[src/rtl/tbpa_pkg.sv]
// shared types and constants of the block table pool allocator
package tbpa_pkg;

   localparam int BLOCK_BYTES   = 32;
   localparam int TABLE_ENTRIES = 1024;
   localparam int POOL_BYTES    = 32768;

   localparam int BLK_SH  = $clog2(BLOCK_BYTES);
   localparam int TBL_AW  = $clog2(TABLE_ENTRIES);
   localparam int CNT_W   = TBL_AW + 1;
   localparam int MAP_W   = 16;
   localparam int LEN_W   = 15;
   localparam int PCT_W   = 7;
   localparam int PROD_W  = CNT_W + 7;
   localparam int PCT_MUL = 100;

   localparam logic [1:0] OP_ALLOC = 2'd0;
   localparam logic [1:0] OP_FREE  = 2'd1;
   localparam logic [1:0] OP_SWEEP = 2'd2;

   localparam logic [1:0] ST_OK         = 2'd0;
   localparam logic [1:0] ST_NOT_READY  = 2'd1;
   localparam logic [1:0] ST_BAD_OFFSET = 2'd2;
   localparam logic [1:0] ST_NO_FIT     = 2'd3;

   typedef struct packed {
      logic [1:0]  operation;
      logic [19:0] size_bytes;
      logic        protect;
      logic [19:0] free_offset;
   } req_type;

   typedef struct packed {
      logic [1:0]  status;
      logic [14:0] alloc_offset;
      logic [6:0]  usage_percent;
   } rsp_type;

   typedef struct packed {
      logic             done;
      logic [1:0]       status;
      logic [14:0]      alloc_offset;
      logic [CNT_W-1:0] used;
   } done_type;

endpackage

[src/rtl/tbpa_ctrl.sv]
// map sequencer: search, run write, free, sweep and clearing pass
module tbpa_ctrl import tbpa_pkg::*; (
   input  logic              clock,
   input  logic              reset,
   input  logic              start,
   input  req_type           item,
   input  logic              slot_free,
   input  logic [MAP_W-1:0]  rd_data,
   output logic [TBL_AW-1:0] rd_addr,
   output logic              wr_en,
   output logic [TBL_AW-1:0] wr_addr,
   output logic [MAP_W-1:0]  wr_data,
   output logic              idle,
   output done_type          result
);
   localparam logic [3:0] S_IDLE  = 4'd0;
   localparam logic [3:0] S_CLEAR = 4'd1;
   localparam logic [3:0] S_ACHK  = 4'd2;
   localparam logic [3:0] S_LOOP  = 4'd3;
   localparam logic [3:0] S_E     = 4'd4;
   localparam logic [3:0] S_E2    = 4'd5;
   localparam logic [3:0] S_FLEN  = 4'd6;
   localparam logic [3:0] S_WRD   = 4'd7;
   localparam logic [3:0] S_WWR   = 4'd8;
   localparam logic [3:0] S_DONE  = 4'd9;

   localparam logic [1:0] M_ALLOC = 2'd0;
   localparam logic [1:0] M_FREE  = 2'd1;
   localparam logic [1:0] M_SWEEP = 2'd2;

   localparam logic [CNT_W-1:0] TBL = CNT_W'(TABLE_ENTRIES);

   logic [3:0]        state_ff, state_in;
   logic [1:0]        op_ff, op_in;
   logic [19:0]       size_ff, size_in;
   logic              prot_ff, prot_in;
   logic              ready_ff, ready_in;
   logic [CNT_W-1:0]  used_ff, used_in;
   logic [TBL_AW-1:0] n_ff, n_in;
   logic [TBL_AW-1:0] cand_ff, cand_in;
   logic [TBL_AW-1:0] i_ff, i_in;
   logic [TBL_AW-1:0] c_ff, c_in;
   logic [MAP_W-1:0]  e_ff, e_in;
   logic [CNT_W-1:0]  addr_ff, addr_in;
   logic [CNT_W-1:0]  end_ff, end_in;
   logic [1:0]        mode_ff, mode_in;
   logic [1:0]        status_ff, status_in;
   logic [14:0]       aoff_ff, aoff_in;

   logic [CNT_W-1:0]  p;
   logic [CNT_W-1:0]  ic;
   logic [20:0]       nsum;
   logic [15:0]       n_full;
   logic [14:0]       fidx;
   logic [15:0]       fend;
   logic [CNT_W-1:0]  aend;
   logic [LEN_W-1:0]  elen;

   assign p      = CNT_W'(cand_ff) + CNT_W'(i_ff);
   assign ic     = CNT_W'(c_ff) + CNT_W'(i_ff);
   assign nsum   = 21'(size_ff) + 21'(BLOCK_BYTES - 1);
   assign n_full = 16'(nsum >> BLK_SH);
   assign fidx   = item.free_offset[19:BLK_SH];
   assign fend   = 16'(addr_ff) + 16'(rd_data[LEN_W-1:0]);
   assign aend   = CNT_W'(cand_ff) + CNT_W'(n_ff);
   assign elen   = e_ff[LEN_W-1:0];

   always_comb begin
      state_in  = state_ff;
      op_in     = op_ff;
      size_in   = size_ff;
      prot_in   = prot_ff;
      ready_in  = ready_ff;
      used_in   = used_ff;
      n_in      = n_ff;
      cand_in   = cand_ff;
      i_in      = i_ff;
      c_in      = c_ff;
      e_in      = e_ff;
      addr_in   = addr_ff;
      end_in    = end_ff;
      mode_in   = mode_ff;
      status_in = status_ff;
      aoff_in   = aoff_ff;
      rd_addr   = p[TBL_AW-1:0];
      wr_en     = 1'b0;
      wr_addr   = addr_ff[TBL_AW-1:0];
      wr_data   = '0;

      case (state_ff)
         S_IDLE: begin
            rd_addr = fidx[TBL_AW-1:0];
            if (start) begin
               op_in     = item.operation;
               size_in   = item.size_bytes;
               prot_in   = item.protect;
               status_in = ST_OK;
               aoff_in   = '0;
               addr_in   = '0;
               case (item.operation)
                  OP_ALLOC: begin
                     state_in = ready_ff ? S_ACHK : S_CLEAR;
                  end
                  OP_FREE: begin
                     if (!ready_ff) begin
                        state_in = S_CLEAR;
                     end else if (32'(item.free_offset) >= 32'(POOL_BYTES)) begin
                        status_in = ST_BAD_OFFSET;
                        state_in  = S_DONE;
                     end else if (32'(fidx) >= 32'(TABLE_ENTRIES)) begin
                        state_in = S_DONE;
                     end else begin
                        addr_in  = CNT_W'(fidx);
                        state_in = S_FLEN;
                     end
                  end
                  OP_SWEEP: begin
                     // sweep does nothing before the first clear of the map
                     if (ready_ff) begin
                        mode_in  = M_SWEEP;
                        end_in   = TBL;
                        state_in = S_WRD;
                     end else begin
                        state_in = S_DONE;
                     end
                  end
                  default: begin
                     state_in = S_DONE;
                  end
               endcase
            end
         end
         S_CLEAR: begin
            wr_en   = 1'b1;
            addr_in = addr_ff + 1'b1;
            if (addr_ff == TBL - 1'b1) begin
               ready_in = 1'b1;
               used_in  = '0;
               if (op_ff == OP_ALLOC) begin
                  state_in = S_ACHK;
               end else begin
                  status_in = ST_NOT_READY;
                  state_in  = S_DONE;
               end
            end
         end
         S_ACHK: begin
            if (size_ff == '0 || n_full >= 16'(TABLE_ENTRIES)) begin
               status_in = ST_NO_FIT;
               state_in  = S_DONE;
            end else begin
               n_in     = n_full[TBL_AW-1:0];
               cand_in  = TBL_AW'(TBL - CNT_W'(n_full));
               i_in     = '0;
               c_in     = '0;
               state_in = S_LOOP;
            end
         end
         S_LOOP: begin
            if (ic == CNT_W'(n_ff)) begin
               aoff_in  = 15'(cand_ff) << BLK_SH;
               addr_in  = CNT_W'(cand_ff);
               end_in   = (aend > TBL) ? TBL : aend;
               mode_in  = M_ALLOC;
               state_in = S_WRD;
            end else if (p >= TBL) begin
               i_in = i_ff + 1'b1;
            end else begin
               state_in = S_E;
            end
         end
         S_E: begin
            rd_addr = TBL_AW'(p - 1'b1);
            if (rd_data == '0) begin
               i_in     = i_ff + 1'b1;
               state_in = S_LOOP;
            end else if (p < CNT_W'(n_ff)) begin
               status_in = ST_NO_FIT;
               state_in  = S_DONE;
            end else begin
               e_in     = rd_data;
               state_in = S_E2;
            end
         end
         S_E2: begin
            state_in = S_LOOP;
            c_in     = i_ff;
            i_in     = '0;
            if (rd_data == e_ff) begin
               if (16'(p) > 16'(elen)) begin
                  cand_in = TBL_AW'(p - CNT_W'(elen));
               end else begin
                  status_in = ST_NO_FIT;
                  state_in  = S_DONE;
               end
            end else begin
               cand_in = TBL_AW'(p - CNT_W'(n_ff));
            end
         end
         S_FLEN: begin
            end_in   = (fend > 16'(TABLE_ENTRIES)) ? TBL : CNT_W'(fend);
            mode_in  = M_FREE;
            state_in = S_WRD;
         end
         S_WRD: begin
            rd_addr = addr_ff[TBL_AW-1:0];
            if (addr_ff >= end_ff) begin
               state_in = S_DONE;
            end else begin
               state_in = S_WWR;
            end
         end
         S_WWR: begin
            addr_in  = addr_ff + 1'b1;
            state_in = S_WRD;
            case (mode_ff)
               M_ALLOC: begin
                  wr_en   = 1'b1;
                  wr_data = {prot_ff, LEN_W'(n_ff)};
                  if (rd_data == '0) begin
                     used_in = used_ff + 1'b1;
                  end
               end
               M_FREE: begin
                  wr_en = 1'b1;
                  if (rd_data != '0) begin
                     used_in = used_ff - 1'b1;
                  end
               end
               default: begin
                  if (!rd_data[MAP_W-1]) begin
                     wr_en = 1'b1;
                     if (rd_data != '0) begin
                        used_in = used_ff - 1'b1;
                     end
                  end
               end
            endcase
         end
         S_DONE: begin
            if (slot_free) begin
               state_in = S_IDLE;
            end
         end
         default: begin
            state_in = S_IDLE;
         end
      endcase
   end

   always_ff @(posedge clock) begin
      if (reset) begin
         state_ff <= S_IDLE;
         ready_ff <= 1'b0;
         used_ff  <= '0;
      end else begin
         state_ff <= state_in;
         ready_ff <= ready_in;
         used_ff  <= used_in;
      end
      op_ff     <= op_in;
      size_ff   <= size_in;
      prot_ff   <= prot_in;
      n_ff      <= n_in;
      cand_ff   <= cand_in;
      i_ff      <= i_in;
      c_ff      <= c_in;
      e_ff      <= e_in;
      addr_ff   <= addr_in;
      end_ff    <= end_in;
      mode_ff   <= mode_in;
      status_ff <= status_in;
      aoff_ff   <= aoff_in;
   end

   assign idle                = (state_ff == S_IDLE);
   assign result.done         = (state_ff == S_DONE);
   assign result.status       = status_ff;
   assign result.alloc_offset = aoff_ff;
   assign result.used         = used_ff;

   a_used_bound: assert property (@(posedge clock) disable iff (reset)
      used_ff <= TBL)
      else $error("used count above table size");

   a_write_state: assert property (@(posedge clock) disable iff (reset)
      wr_en |-> (state_ff == S_WWR || state_ff == S_CLEAR))
      else $error("map write outside a write state");

   a_ready_sticky: assert property (@(posedge clock) disable iff (reset)
      ready_ff |=> ready_ff)
      else $error("ready flag dropped");

   a_done_fit: assert property (@(posedge clock) disable iff (reset)
      (state_ff == S_DONE && status_ff != ST_OK) |-> aoff_ff == '0)
      else $error("offset reported on a failed item");
endmodule

[config.mk]
export PLATFORM = sky130hd
export DESIGN_NAME = tbpa_ctrl
export DESIGN_NICKNAME = d
export VERILOG_FILES = /design/src/rtl/tbpa_pkg.sv /design/src/rtl/tbpa_ctrl.sv
export SDC_FILE = /design/constraint.sdc
export NUM_CORES = 1
export LEC_CHECK = 0
export BUFFER_PORTS_ARGS = -buffer_cell sky130_fd_sc_hd__buf_4
export CAP_MARGIN = 20
export CORE_MARGIN = 2
export CORE_UTILIZATION = 66
export CTS_BUF_LIST = sky130_fd_sc_hd__clkbuf_4 sky130_fd_sc_hd__clkbuf_8
export DETAILED_ROUTE_END_ITERATION = 7
export PLACE_DENSITY = 0.95
export SLEW_MARGIN = 10
export SYNTH_ARGS = -nofsm -noshare
export SYNTH_HDL_FRONTEND = slang
export SYNTH_SLANG_ARGS = --single-unit
[constraint.sdc]
create_clock -name clock -period 8.9 [get_ports clock]
set_input_delay 1.78 -clock clock [delete_from_list [all_inputs] [get_ports clock]]
set_output_delay 1.78 -clock clock [all_outputs]
set_load 0.05 [all_outputs]
==> summary.txt <==
Power and ir drop
  • Worst IR drop on VDD: 0.000192 V
  • Pwr dens: 276 nW/um2
  • Total power: 3.20 mW
  • Leakage: 4.83 nW

Logic synthesis
  • Synth async-reset ratio: 0%
  • Synthesized area: 10200 um2
  • Number of flops mapped to enable cells by yosys: 115
  • Syn avg cell area: 9.55 um2
  • YS warnings: 0
  • Mapped Cells: 1067
  • Dominant synthesized flop cell: edfxtp_1
  • Leading area contributor after synthesis: edfxtp_1
  • Area contributors post-synth: edfxtp_1 (34%), ha_1 (12%), xnor2_1 (5.8%)
  • Netlist cell types: 78
  • Synth top area share: 33.9%
  • Synth Register Bits: 131
  • Sequential share of the synthesized area: 37.0%

Floorplan
  • IO Pins: 130
  • Die ar.: 16500 um2
  • Initial Util: 67.3%
  • Chip Height: 128 um
  • Chip width: 128 um
  • CORE AREA: 15100 um2
  • Num rows: 45

Finish
  • Final cell utilization of the core: 76.5%
  • Layout cell share with drive strength beyond 1: 15.2%
  • N_diodes: 0
  • Filler cell count in the final layout: 988
  • Nets: 1335
  • Non-filler instance count after layout: 1373
  • Commonest cells after routing, fill and taps aside: buf_4 (124), edfxtp_1 (115), ha_1 (94), nand2_1 (73), nor2_1 (71)
  • Most common cell after layout, fill and taps aside: buf_4
  • Fin area: 11600 um2
  • Area Growth Syn to Fin: 13.7%

Timing
  • Tmin final: 5.74 ns
  • Clock skew: 0.0100 ns
  • Tcrit/Tclk final: 64.5%
  • Final worst setup slack: 3.16 ns
  • Setup violators final: 0
  • Final setup TNS: 0 ns
  • Final Max Slew Viols: 0
  • Fmax: 0.174 GHz
  • Max-slew headroom: 33.7%
  • Worst slew pin tran: 0.988 ns
  • Hold_ws: 0.495 ns
  • Final Hold Fails: 0
  • RSZ-0062 raised after global routing: false

Global route
  • Initial antenna violation count: 0
  • First-pass GRT wire length: 45.0 mm
  • Number of global-route vias before repair: 8849
  • Gr ovfl total: 0
  • Gr usage total: 35.6%
  • Largest net degree at the start of global routing: 25

Setup path
  • CP required: 7.12 ns
  • Reg2reg setup slack: 4.28 ns
  • R2r endpoint: status_ff[0]$_DFFE_PP_
  • Arr. time, crit path: 3.96 ns
  • Max incr delay on CP: 0.77 ns
  • Reg2reg start: i_ff[0]$_SDFFCE_PN0P_
  • Most common cell on crit path: xnor2_1
  • Worst path cell trace: ha_1 -> inv_1 -> fa_1 -> nor2b_1 -> o31a_1 -> o21a_1 -> nor2_1 -> xnor2_1 -> nor3_2 -> xnor2_1 -> o21ai_1 -> buf_4
  • Worst Path Max Fanout: 8
  • Startpoint types: flop
  • Worst reg2reg path depth: 15
  • Crit. End Element: output port
  • Slowest CP cell: xnor2_1
  • Setup CP Type: flop to output port

Route
  • Final wirelength: 28.5 mm
  • Drt wl/cell: 20.8 um
  • Routed via count: 9168
  • Max layer used: met4
  • DR DRC count: 0
  • Routed length on met2: 13.1 mm
  • M1 wire length: 10.7 mm
  • Drt pass-1 iters: 6
  • Drt initial violations: 1080
  • Met3 wire len: 3.18 mm
  • Routed Antenna Nets: 0
  • Vias per inst: 6.68

Min path
  • Hold endpoint: used_ff[4]$_SDFFE_PP0P_
  • Worst Hold Class: flop to flop
  • Hold Path Cell Cnt: 2
  • Worst hold start: used_ff[4]$_SDFFE_PP0P_

Clocking
  • Clk buf depth: 2
  • Cts bufs inserted: 17
  • Root Buffer: clkbuf_8
  • Clk sinks: 131
  • Worst-path clk slew: 0.08 ns
  • CTS tree: yes
  • Level count of the clock H-tree: 4
  • Hold buffers post-CTS: 0
  • Insertion delay to the later sink of the worst-skew pair: 0.47 ns
  • Post-CTS sizing: 0
  • Setup Fix Bufs, Post-CTS: 0

Run
  • Max-cap violations: 0

Placement
  • Dpl cell area: 11100 um2
  • Hpwl dp: 21.3 mm
  • PortBufs: 114
  • Placed cell count: 1341
  • Final Wtd Congestion: 1.00
  • DP Worst Slack: 3.82 ns

Run status
  • Status: complete, no violations
==> registers in the layout, indices dropped and copies added (netlist names), 2 cells and up <==
register and flops:
size_ff 20, e_ff 16, addr_ff 11, end_ff 11
used_ff 11, aoff_ff 10, c_ff 10, cand_ff 10
i_ff 10, n_ff 10, state_ff 4, mode_ff 2
op_ff 2, status_ff 2
==> final cells by class <==
type                            count  area (um2)  share of cell area [%]
Clock buffer                       18         241                    2.08
Sequential cell                   131        3770                    32.6
Multi-Input combinational cell    828        5930                    51.2
Inverter                           70         263                    2.27
Timing Repair Buffer              124         931                    8.03
Tap cell                          188         235                    2.03
Clock inverter                     14         210                    1.81
==> worst max-delay path by stage <==
stage | cells after the start | start | slack, ns | end
after floorplan | 11 | i_ff[0]$_SDFFCE_PN0P_ | 3.85 | rd_addr[6]
after global placement | 12 | i_ff[0]$_SDFFCE_PN0P_ | 3.85 | rd_addr[6]
after detailed placement | 12 | i_ff[0]$_SDFFCE_PN0P_ | 3.82 | rd_addr[7]
after CTS | 12 | i_ff[0]$_SDFFCE_PN0P_ | 3.24 | rd_addr[6]
after global routing | 12 | i_ff[0]$_SDFFCE_PN0P_ | 3.03 | rd_addr[7]
final | 12 | i_ff[0]$_SDFFCE_PN0P_ | 3.16 | rd_addr[7]
==> kinds of logic (layout without fill, tap and decap cells) <==
| kind of cell | Yosys count | count (layout) | synth area share [%] |
|---|---|---|---|
| AO/OA/AOI/OAI | 249 | 249 | 16.5 |
| other | 1 | 10 | 0.0368 |
| multiplexers | 16 | 16 | 1.60 |
| XOR/XNOR | 106 | 106 | 9.18 |
| flip-flops | 131 | 131 | 37.0 |
| AND/OR/NAND/NOR | 347 | 347 | 17.7 |
| buffers and inverters | 117 | 226 | 5.24 |
| adder cells (fa/ha/maj) | 100 | 100 | 12.7 |
==> per-layer routing <==
metal	vias to the layer above	GRT usage [%]
met2	647	57.0
met5	-	0
met4	0	19.8
met3	134	7.22
li1	4124	-
met1	4263	45.4
==> cell usage after synthesis, types with 12 or more instances <==
master	number
a21o_1	18
nor4_1	15
and2_1	17
buf_4	20
nand3_1	36
nand2b_1	20
o21ai_0	46
nor3_1	30
a31oi_1	12
and3_1	20
mux2i_1	14
clkbuf_1	15
a21oi_1	59
xnor2_1	68
a211oi_1	13
nand2_1	73
nand4_1	14
nor2_1	71
dfxtp_1	16
edfxtp_1	115
xor2_1	37
inv_1	70
ha_1	94
nor2b_1	14
==> critical path, delay by kind of cell (launching register included) <==
family,cells,cell delay (ns)
AND/OR/NAND/NOR,3,0.41
flip-flops,1,0.56
adder cells (fa/ha/maj),2,0.68
AO/OA/AOI/OAI,3,0.57
buffers and inverters,2,0.32
XOR/XNOR,2,0.95
==> power breakdown <==
group	internal (mW)	leakage, nW	switching, mW
Sequential	0.817	1.18	0.140
Clock	0.335	0.225	0.250
Combinational	0.570	3.43	1.09
Note: power is estimated with default switching activity, not from simulation.
